File: src/rtl/i2cbs_pkg.sv
// Package with the shared types, command codes and helpers of the I2C master bit sequencer.
package i2cbs_pkg;

    // Command codes carried in the cmd field.
    localparam logic [2:0] CMD_NONE   = 3'd0;
    localparam logic [2:0] CMD_START  = 3'd1;
    localparam logic [2:0] CMD_STOP   = 3'd2;
    localparam logic [2:0] CMD_WRITE  = 3'd3;
    localparam logic [2:0] CMD_READ   = 3'd4;
    localparam logic [2:0] CMD_TX_ACK = 3'd5;
    localparam logic [2:0] CMD_RX_ACK = 3'd6;
    localparam logic [2:0] CMD_RSVD   = 3'd7;

    // Sequence lengths in pin actions.
    localparam logic [4:0] LEN_START  = 5'd4;
    localparam logic [4:0] LEN_STOP   = 5'd3;
    localparam logic [4:0] LEN_WRITE  = 5'd24;
    localparam logic [4:0] LEN_READ   = 5'd25;
    localparam logic [4:0] LEN_TX_ACK = 5'd3;
    localparam logic [4:0] LEN_RX_ACK = 5'd4;

    // Configuration register map.
    localparam int          APB_ADDR_W      = 3;
    localparam logic [15:0] STEP_TICKS_RST  = 16'd1000;
    localparam logic [APB_ADDR_W-1:0] ADDR_STEP_TICKS = 3'd0;

    // Input word.
    typedef struct packed {
        logic [2:0] cmd;
        logic [7:0] tx_byte;
        logic       ack_out;
        logic       sda_in;
    } in_word_t;

    // Result word.
    typedef struct packed {
        logic       scl_level;
        logic       sda_release;
        logic       busy_res;
        logic       done_res;
        logic [7:0] rx_byte;
        logic       ack_in;
    } out_word_t;

    // Sequencer state.
    typedef struct packed {
        logic [2:0]  active_cmd;
        logic [4:0]  action_idx;
        logic [15:0] wait_cnt;
        logic [7:0]  tx_shift;
        logic [7:0]  rx_shift;
        logic        ack_sampled;
        logic        scl_drive;
        logic        sda_drive;
    } seq_state_t;

    // Number of pin actions in a command's sequence.
    function automatic logic [4:0] seq_length(input logic [2:0] c);
        logic [4:0] len;
        case (c)
            CMD_START:  len = LEN_START;
            CMD_STOP:   len = LEN_STOP;
            CMD_WRITE:  len = LEN_WRITE;
            CMD_READ:   len = LEN_READ;
            CMD_TX_ACK: len = LEN_TX_ACK;
            CMD_RX_ACK: len = LEN_RX_ACK;
            default:    len = 5'd0;
        endcase
        return len;
    endfunction

    // Remainder by three of a 5-bit index; the quotient is idx*11 >> 5,
    // exact for every value below 32.
    function automatic logic [1:0] mod3(input logic [4:0] idx);
        logic [8:0] prod;
        logic [3:0] quot;
        logic [5:0] three_q;
        logic [5:0] rem;
        prod    = {4'd0, idx} * 9'd11;
        quot    = prod[8:5];
        three_q = {2'd0, quot} + {1'b0, quot, 1'b0};
        rem     = {1'b0, idx} - three_q;
        return rem[1:0];
    endfunction

endpackage

File: src/rtl/i2cbs_step.sv
// Next-state logic of the sequencer for one tick.
module i2cbs_step
    import i2cbs_pkg::*;
(
    input  seq_state_t  cur,
    input  in_word_t    din,
    input  logic [15:0] step_ticks,
    output seq_state_t  nxt,
    output logic        done
);

    logic [15:0] step_val;
    logic [15:0] wait_dec;
    logic        perf_en;
    logic [2:0]  perf_cmd;
    logic [4:0]  perf_idx;
    logic [1:0]  ph_wr;
    logic [1:0]  ph_rd;
    logic [4:0]  idx_m1;

    // A step of zero ticks behaves as one.
    assign step_val = (step_ticks == 16'd0) ? 16'd1 : step_ticks;
    assign wait_dec = (cur.wait_cnt != 16'd0) ? cur.wait_cnt - 16'd1 : cur.wait_cnt;
    assign idx_m1   = perf_idx - 5'd1;
    assign ph_wr    = mod3(perf_idx);
    assign ph_rd    = mod3(idx_m1);

    always_comb begin
        nxt      = cur;
        done     = 1'b0;
        perf_en  = 1'b0;
        perf_cmd = cur.active_cmd;
        perf_idx = cur.action_idx;

        // Start a command when idle, or advance the running one.
        if (cur.active_cmd == CMD_NONE) begin
            if (din.cmd != CMD_NONE && din.cmd != CMD_RSVD) begin
                nxt.active_cmd = din.cmd;
                if (din.cmd == CMD_WRITE) begin
                    nxt.tx_shift = din.tx_byte;
                end else if (din.cmd == CMD_TX_ACK) begin
                    nxt.tx_shift = {din.ack_out, 7'd0};
                end
                if (din.cmd == CMD_READ) begin
                    nxt.rx_shift = 8'd0;
                end
                perf_en        = 1'b1;
                perf_cmd       = din.cmd;
                perf_idx       = 5'd0;
                nxt.action_idx = 5'd1;
                nxt.wait_cnt   = step_val;
            end
        end else begin
            nxt.wait_cnt = wait_dec;
            if (wait_dec == 16'd0) begin
                if (cur.action_idx < seq_length(cur.active_cmd)) begin
                    perf_en        = 1'b1;
                    nxt.action_idx = cur.action_idx + 5'd1;
                    nxt.wait_cnt   = step_val;
                end else begin
                    nxt.active_cmd = CMD_NONE;
                    nxt.action_idx = 5'd0;
                    done           = 1'b1;
                end
            end
        end

        // Pin action selected by command and index.
        if (perf_en) begin
            case (perf_cmd)
                CMD_START: begin
                    case (perf_idx)
                        5'd0:    nxt.sda_drive = 1'b1;
                        5'd1:    nxt.scl_drive = 1'b1;
                        5'd2:    nxt.sda_drive = 1'b0;
                        default: nxt.scl_drive = 1'b0;
                    endcase
                end
                CMD_STOP: begin
                    case (perf_idx)
                        5'd0:    nxt.sda_drive = 1'b0;
                        5'd1:    nxt.scl_drive = 1'b1;
                        default: nxt.sda_drive = 1'b1;
                    endcase
                end
                CMD_WRITE: begin
                    case (ph_wr)
                        2'd0:    nxt.sda_drive = nxt.tx_shift[7];
                        2'd1:    nxt.scl_drive = 1'b1;
                        default: begin
                            nxt.scl_drive = 1'b0;
                            nxt.tx_shift  = {nxt.tx_shift[6:0], 1'b0};
                        end
                    endcase
                end
                CMD_READ: begin
                    if (perf_idx == 5'd0) begin
                        nxt.sda_drive = 1'b1;
                    end else begin
                        case (ph_rd)
                            2'd0:    nxt.scl_drive = 1'b1;
                            2'd1:    nxt.rx_shift  = {nxt.rx_shift[6:0], din.sda_in};
                            default: nxt.scl_drive = 1'b0;
                        endcase
                    end
                end
                CMD_TX_ACK: begin
                    case (perf_idx)
                        5'd0:    nxt.sda_drive = nxt.tx_shift[7];
                        5'd1:    nxt.scl_drive = 1'b1;
                        default: nxt.scl_drive = 1'b0;
                    endcase
                end
                CMD_RX_ACK: begin
                    case (perf_idx)
                        5'd0:    nxt.sda_drive   = 1'b1;
                        5'd1:    nxt.scl_drive   = 1'b1;
                        5'd2:    nxt.ack_sampled = din.sda_in;
                        default: nxt.scl_drive   = 1'b0;
                    endcase
                end
                default: begin
                end
            endcase
        end
    end

endmodule

File: src/rtl/i2c_master_bit_sequencer_core.sv
// Top level of the I2C master bit sequencer: state, result register and APB register.
//
//  channel   direction  handshake                  word
//  s_        in         s_valid / s_ready          in_word_t (one tick)
//  m_        out        m_valid / m_ready          out_word_t (one per tick)
//  apb       in/out     psel, penable, pready      step_ticks at offset 0
//
// A word is accepted in each cycle in which the result register is empty or being
// drained, so throughput is one word per cycle; the result word is registered and
// valid in the cycle after. The path is set by the next-state logic between
// the sequencer state and the result register. Reset (aresetn low, synchronous)
// returns the lines to released, the sequencer to idle and step_ticks to 1000.
// A stall on m_ready stalls s_ready in the same cycle.
module i2c_master_bit_sequencer_core
    import i2cbs_pkg::*;
(
    input  logic                  aclk,
    input  logic                  aresetn,
    input  logic                  s_valid,
    output logic                  s_ready,
    input  in_word_t              s_data,
    output logic                  m_valid,
    input  logic                  m_ready,
    output out_word_t             m_data,
    input  logic                  psel,
    input  logic                  penable,
    input  logic                  pwrite,
    input  logic [APB_ADDR_W-1:0] paddr,
    input  logic [31:0]           pwdata,
    output logic [31:0]           prdata,
    output logic                  pready
);

    seq_state_t  state_reg;
    seq_state_t  state_next;
    logic        done_next;
    logic [15:0] step_ticks_reg;
    logic        m_valid_reg;
    out_word_t   m_data_reg;
    logic        s_accept;

    // Configuration register.
    assign pready = 1'b1;
    assign prdata = (paddr == ADDR_STEP_TICKS) ? {16'd0, step_ticks_reg} : 32'd0;

    always_ff @(posedge aclk) begin
        if (!aresetn) begin
            step_ticks_reg <= STEP_TICKS_RST;
        end else if (psel && penable && pwrite && paddr == ADDR_STEP_TICKS) begin
            step_ticks_reg <= pwdata[15:0];
        end
    end

    // Handshake: take a word whenever the result register can be refilled.
    assign s_ready  = !m_valid_reg || m_ready;
    assign s_accept = s_valid && s_ready;
    assign m_valid  = m_valid_reg;
    assign m_data   = m_data_reg;

    i2cbs_step u_step (
        .cur        (state_reg),
        .din        (s_data),
        .step_ticks (step_ticks_reg),
        .nxt        (state_next),
        .done       (done_next)
    );

    // Sequencer state and result valid.
    always_ff @(posedge aclk) begin
        if (!aresetn) begin
            state_reg.active_cmd  <= CMD_NONE;
            state_reg.action_idx  <= 5'd0;
            state_reg.wait_cnt    <= 16'd0;
            state_reg.tx_shift    <= 8'd0;
            state_reg.rx_shift    <= 8'd0;
            state_reg.ack_sampled <= 1'b1;
            state_reg.scl_drive   <= 1'b1;
            state_reg.sda_drive   <= 1'b1;
            m_valid_reg           <= 1'b0;
        end else begin
            if (s_accept) begin
                state_reg <= state_next;
            end
            if (s_accept) begin
                m_valid_reg <= 1'b1;
            end else if (m_ready) begin
                m_valid_reg <= 1'b0;
            end
        end
    end

    // Result payload, taken from the updated state.
    always_ff @(posedge aclk) begin
        if (s_accept) begin
            m_data_reg.scl_level   <= state_next.scl_drive;
            m_data_reg.sda_release <= state_next.sda_drive;
            m_data_reg.busy_res    <= (state_next.active_cmd != CMD_NONE);
            m_data_reg.done_res    <= done_next;
            m_data_reg.rx_byte     <= state_next.rx_shift;
            m_data_reg.ack_in      <= state_next.ack_sampled;
        end
    end

    // A finished sequence never reports busy in the same word.
    a_done_not_busy: assert property (@(posedge aclk) disable iff (!aresetn)
        m_valid && m_data.done_res |-> !m_data.busy_res)
        else $error("done reported together with busy");

    // Idle state always has a cleared action index.
    a_idle_index: assert property (@(posedge aclk) disable iff (!aresetn)
        state_reg.active_cmd == CMD_NONE |-> state_reg.action_idx == 5'd0)
        else $error("idle sequencer with nonzero action index");

    // A running command always has a pending wait.
    a_busy_wait: assert property (@(posedge aclk) disable iff (!aresetn)
        state_reg.active_cmd != CMD_NONE |-> state_reg.wait_cnt != 16'd0)
        else $error("running command with empty wait counter");

    // The action index never runs past the longest sequence.
    a_index_range: assert property (@(posedge aclk) disable iff (!aresetn)
        state_reg.action_idx <= LEN_READ)
        else $error("action index out of range");

    // A valid command taken while idle starts a sequence.
    a_cmd_starts: assert property (@(posedge aclk) disable iff (!aresetn)
        s_accept && state_reg.active_cmd == CMD_NONE && s_data.cmd != CMD_NONE
            && s_data.cmd != CMD_RSVD |=> state_reg.active_cmd != CMD_NONE)
        else $error("command accepted while idle did not start");

endmodule

File: config.mk
export PLATFORM = sky130hd
export DESIGN_NAME = i2c_master_bit_sequencer_core
export DESIGN_NICKNAME = d
export VERILOG_FILES = /design/src/rtl/i2cbs_pkg.sv /design/src/rtl/i2cbs_step.sv /design/src/rtl/i2c_master_bit_sequencer_core.sv
export SDC_FILE = /design/constraint.sdc
export NUM_CORES = 1
export LEC_CHECK = 0
export BUFFER_PORTS_ARGS = -buffer_cell sky130_fd_sc_hd__buf_2
export CELL_PAD_IN_SITES_DETAIL_PLACEMENT = 0
export CELL_PAD_IN_SITES_GLOBAL_PLACEMENT = 2
export CORE_MARGIN = 8
export CORE_UTILIZATION = 25
export DETAILED_ROUTE_END_ITERATION = 8
export GPL_ROUTABILITY_DRIVEN = 0
export PLACE_DENSITY_LB_ADDON = 0.08
export RECOVER_POWER = 50
export SYNTH_ARGS = -nofsm -noshare
export SYNTH_HDL_FRONTEND = slang
export SYNTH_SLANG_ARGS = --single-unit
File: constraint.sdc
create_clock -name aclk -period 5.5 [get_ports aclk]
set_input_delay 0.275 -clock aclk [delete_from_list [all_inputs] [get_ports aclk]]
set_output_delay 0.275 -clock aclk [all_outputs]
set_load 0.1 [all_outputs]
**Word-level counts from Yosys, hierarchy flattened**

Index checks and enable logic that the tools add are counted.
Widths: inputs -> output; s select.

- Add/sub/neg operators: 7
- $mul: 2
- Magnitude comparators: 1
- Equal/unequal tests: 21
- Multiplexer cells: 47
- Bitwise logic cells: 1
- Reduce and logical (&&, ||, !) cells: 26

Operators by type and width:

| kind | number |
|---|---|
| $mux 16 | 5 |
| $mux 8 | 8 |
| $mux 24 | 2 |
| $mux 40 | 1 |
| $logic_not 16->1 | 2 |
| $mux 5 | 5 |
| $eq 3x3->1 const B | 8 |
| $pmux 5 s4 | 1 |
| $mux 19 | 1 |
| $reduce_bool 16->1 | 1 |
| $sub 16x1->16 const B | 1 |
| $eq 3x2->1 const B | 5 |
| $mul 5x4->7 const B | 2 |
| $mux 1 | 14 |
| $pmux 1 s2 | 6 |
| $pmux 2 s6 | 1 |
| $reduce_or 2->1 | 5 |
| $mux 3 | 3 |
| $eq 3x1->1 const B | 2 |
| $logic_not 3->1 | 2 |
| $reduce_bool 3->1 | 2 |
| $add 5x1->5 const B | 1 |
| $eq 5x1->1 const B | 1 |
| $eq 5x2->1 const B | 1 |
| other kinds (16) | 25 |

- Register bits after elaboration: 73
- Input port bits: 55
- Output and inout bits: 48
- Logic and storage cells: 121

**Longest topological paths before layout**

- Word-level depth: 13
- Gate-level depth with buffers: 29
- Gate-level depth less buffers: 24

**Modules after synthesis**

From an unflattened synthesis, not the netlist that was laid out.

- Cells, all modules: 790
- Area total of the unflattened synthesis: 6039.5 um^2

Modules (own cells, without submodules):

| module | times used | cells each | area an instance (um^2) | sequential area each (um^2) |
|---|---|---|---|---|
| i2c_master_bit_sequencer_core | 1 | 325 | 3074.2 | 1591.5 |
| i2cbs_step | 1 | 465 | 2965.3 | 0.0 |

**Least setup slack after synthesis**

No wires, ideal clock.

- Path type: in2reg
- Start: input port s_data[10] in the netlist's numbering
- End: register m_data_reg, in the netlist m_data[8] (data pin)
- Library setup time: 0.265 ns
- Arrival: 5.307 ns
- Required time: 5.235 ns
- Path slack: -0.071 ns
- Stages on the path: 29
- Buffers on the path: 5
- Cells stage by stage: clkbuf_1 or3_1 clkbuf_1 nand3_1 clkbuf_1 and2_1 inv_1 ha_1 nand2_1 mux2i_1 a2bb2oi_1 ha_1 inv_1 fa_1 inv_1 ha_1 o2111a_1 a211oi_1 xnor2_1 ha_1 xor2_1 xnor2_1 xnor2_1 xnor2_1 nand3_2 buf_6 clkbuf_1 mux2i_1 nor2_1

RTL lines:

| what | RTL line | text |
|---|---|---|
| start, declared | i2c_master_bit_sequencer_core.sv:21 | `input in_word_t s_data,` |
| end, declared | i2c_master_bit_sequencer_core.sv:39 | `out_word_t m_data_reg;` |

**Worst setup path in the final report**

- Start: register state_reg[42] in the netlist's numbering
- End: register state_reg[6] in the netlist's numbering

- Cells in the longest elaborated chain, start to end: 11
- Elaborated cells between the ends (all ways): 31
- Those cells by class: add/sub (3); mul (1); order compare (1); eq/ne (8); mux (14); reduce/logical (4)

RTL lines:

| what | RTL line | text |
|---|---|---|
| start, declared | i2c_master_bit_sequencer_core.sv:34 | `seq_state_t state_reg;` |
| start signal, assigned | i2c_master_bit_sequencer_core.sv:82 | `state_reg <= state_next;` |
| $logic_not 3->1 | i2cbs_step.sv:36 | `if (cur.active_cmd == CMD_NONE) begin` |
| $mux 5 | i2cbs_step.sv:36 |  |
| $sub 5x1->5 | i2cbs_step.sv:24 | `assign idx_m1 = perf_idx - 5'd1;` |
| $mul 5x4->7 | i2cbs_pkg.sv:79 | `prod = {4'd0, idx} * 9'd11;` |
| $add 2x2->2 | i2cbs_pkg.sv:81 | `three_q = {2'd0, quot} + {1'b0, quot, 1'b0};` |
| $sub 2x2->2 | i2cbs_pkg.sv:82 | `rem = {1'b0, idx} - three_q;` |
| $eq 2x1->1 | i2cbs_step.sv:100 | `case (ph_rd)` |
| $mux 8 | i2cbs_step.sv:100 |  |
| $mux 8 | i2cbs_step.sv:97 | `if (perf_idx == 5'd0) begin` |
| $mux 8 | i2cbs_step.sv:70 | `case (perf_cmd)` |
| $mux 19 * | i2cbs_step.sv:69 | `if (perf_en) begin` |

Every way passes the cells marked *; elsewhere a longest branch is shown, timed or not. The select of a mux whose other input is x is not followed.
A chain may end at the register's enable or synchronous reset.

==> impl_metrics.yaml <==
final_layout:
  largest_register_ffs: 43
  num-nets-final: 841
  areaGrowthSynthToFinish_pct: 17.1
  drive_above_1_share: 0.131
  n_antenna_cell: 0
floorplan:
  start_util: 0.256
  boundaryPins: 103
  dieArea_mm2: 0.0265
  core_area_mm2: 0.0211
  rows: 53
  die_h_um: 163
  die_x_um: 163
routing:
  drt_pre_antenna_iters: 7
  first_iter_violations: 293
  ant_nets: 0
  vias: 5182
  wl_um: 17700
  drc: 0
  avgViaCountPerCell: 5.00
  wl_per_cell_um: 17.1
logic_synthesis:
  syn_area_mm2: 0.00540
  ys_warn_count: 0
  avgSynthCellArea_um2: 7.72
  ys_async_sr_fraction: 0
  synth_area_leader_cell: "dfxtp_1"
  synth-edff-count: 13
  synth-seq-area-share: 0.295
  ys_ff_latch: 73
  synthCells: 699
  synth-main-ff-cell: "dfxtp_1"
  yosys.cell_types.count: 68
  synthTopCellsByArea: "dfxtp_1 (22%), edfxtp_1 (7.2%), ha_1 (6.3%), nand2_1 (6.0%), o21ai_0 (3.6%)"
  yosysTopAreaCellShare: 0.223
worst_setup_path:
  cp.arrival_ps: 5390
  startpoint: "state_reg[42]"
  worstPathRequired_ps: 5760
  rr_startpoint: "state_reg[42]"
  endpoint: "state_reg[6]"
  start_kind: "flop"
  rr_worst_depth: 26
  crit_fanout: 23
  rrSetupSlack_ps: 380
  r2r_end: "state_reg[6]"
  critPathCaptureType: "flop"
  crit_type: "flop to flop"
sta:
  fin_crit_sh: 0.931
  rsz0062_at_grt: "false"
  skew_ps: 10.1
  timing.max_slew.rel_slack: 0.205
  worstMarginPinSlew_ps: 1200
  setup_tns_ps: 0
  setup_viol: 0
  period_needed_ps: 5120
  hold_viol_final: 0
  slew_viol_final: 0
  fmax_mhz: 195
global_route:
  grt_pass1_wl_um: 28500
  antenna_found_initial: 0
  grt_pass1_vias: 5172
  grtUsageTotal: 0.135
  overflow: 0
  grt_max_degree: 71
clock_tree:
  clock-sinks: 73
  post-cts-setup-buffers: 0
  hold_buffers: 0
  cts-root-buf: "clkbuf_16"
  cts_tree: "yes"
  clk_path_buf_depth: 2
  clock_latency_ps: 350
  h-tree-depth: 3
  clk_pin_slew_worst_paths_ps: 70
  cts_made_buffers: 9
  cts_resized: 0
power:
  share_seq_of_total_power: 0.320
  p_sw_uw: 729
  p_comb_frac: 0.362
  p_leak_nw: 2.60
  powerDensity_mw_per_mm2: 298
  p_int_mw: 1.15
  ir_drop_v: 0.000151
  total_power_mw: 1.88
  clkPwrFrac: 0.318
  swShare: 0.387
placed_design:
  port_buffers: 69
  dpl.hpwl_um: 12800
run:
  drv_cap: 0
status:
  status: "completed"
hold_path:
  hp-class: "input pin to flop"
## power groups by stage
stage               Clock, mW  Sequential [mW]  Combinational (mW)
CTS                     0.620            0.601               0.687
finish                  0.600            0.601               0.681
floorplan                   0            0.648               0.457
global route            0.640            0.606               0.749
detailed placement          0            0.613               0.684
global placement            0            0.613               0.679
## cells in the final DEF, fill, tap and decap left out, types with 10 or more instances in the layout
cell type  synthesis  routed
nand2_1           86      86
dfxtp_1           60      60
nor2_1            49      49
buf_2              3      41
o21ai_0           39      39
clkbuf_1          45      31
nand3_1           29      28
a21oi_1           27      27
ha_1              27      27
buf_4             17      27
inv_1             25      25
nor3_1            22      21
mux2i_1           19      19
and2_1            19      19
nor2b_1           18      18
a21boi_0          18      18
conb_1             2      17
nand4_1           16      16
a31oi_1           15      15
xnor2_1           14      14
nor3b_1           13      13
edfxtp_1          13      13
or3_1             11      11
a221oi_1          11      11
nor4_1            10      10
## worst min path at each step
| stage | startpoint | cells after the start | slack, ps | to |
|---|---|---|---|---|
| floorplan | pwdata[6] | 2 | 400 | step_ticks_reg[6] |
| global placement | state_reg[2] | 2 | 450 | state_reg[2] |
| detailed placement | state_reg[2] | 2 | 460 | state_reg[2] |
| CTS | pwdata[7] | 3 | 130 | step_ticks_reg[7] |
| global route | pwdata[7] | 3 | 140 | step_ticks_reg[7] |
| finish | pwdata[7] | 3 | 140 | step_ticks_reg[7] |
## layout make-up
class / count / area, um^2
clock buffers: 10 / 229
clock inverters: 6 / 58.8
fillers: 2347 / 14800
inverters: 25 / 93.8
multi-input cells: 549 / 3460
flip-flops and latches: 73 / 1590
well taps: 275 / 344
repair buffers: 99 / 541
## cells in the mapped netlist (all sizes together), types with 19 or more instances
cell type,count
nor3,22
and2,19
ha,27
mux2i,19
dfxtp,60
clkbuf,45
inv,25
a21oi,27
buf,22
nor2,49
o21ai,41
nand2,86
nand3,30
## routing by layer
| layer | track usage | share of wire | wire length, um |
|---|---|---|---|
| met3 | 0.0276 | 0.037 | 659 |
| met2 | 0.235 | 0.50 | 8830 |
| met5 | 0 | 0 | 0 |
| met4 | 0.0321 | 0.011 | 196 |
| met1 | 0.167 | 0.45 | 8050 |
## per-stage QoR
step | setup slack [ps] | cells | hold slack [ps] | area (um^2) | utilization
finish | 378 | 1037 | 138 | 6320 | 0.300
global route | 4.57 | 1037 | 144 | 6320 | 0.300
CTS | 54.7 | 1037 | 131 | 6350 | 0.301
detailed placement | 39.3 | 1021 | 462 | 6060 | 0.287
global placement | 117 | 1021 | 451 | 6060 | 0.287
floorplan | 39.2 | 714 | 399 | 5460 | -
## worst max-delay path: stages, from the launching register on
cell,delay [ps]
dfxtp_1,310
nor3_2,240
nand3_2,170
and2_1,210
inv_1,60
ha_1,190
nand2_1,60
mux2i_1,140
a2bb2oi_1,100
ha_1,280
inv_1,50
fa_1,500
inv_1,40
ha_1,310
o2111a_1,150
a211oi_2,230
xnor2_1,160
ha_1,180
xor2_1,170
xnor2_1,170
xnor2_1,170
xnor2_1,150
buf_4,160
nand3_2,90
buf_12,200
or4_1,470
o211ai_1,90
## logic make-up after synthesis
family,count (synthesis),synth area share
xor+xnor,19,0.0308
fa+ha+maj,29,0.0700
other cells,2,0.00139
compound gates,158,0.195
buf+inv,92,0.0779
mux,22,0.0415
flops,73,0.295
simple gates,304,0.289
Power figures use the tool's default switching activity.
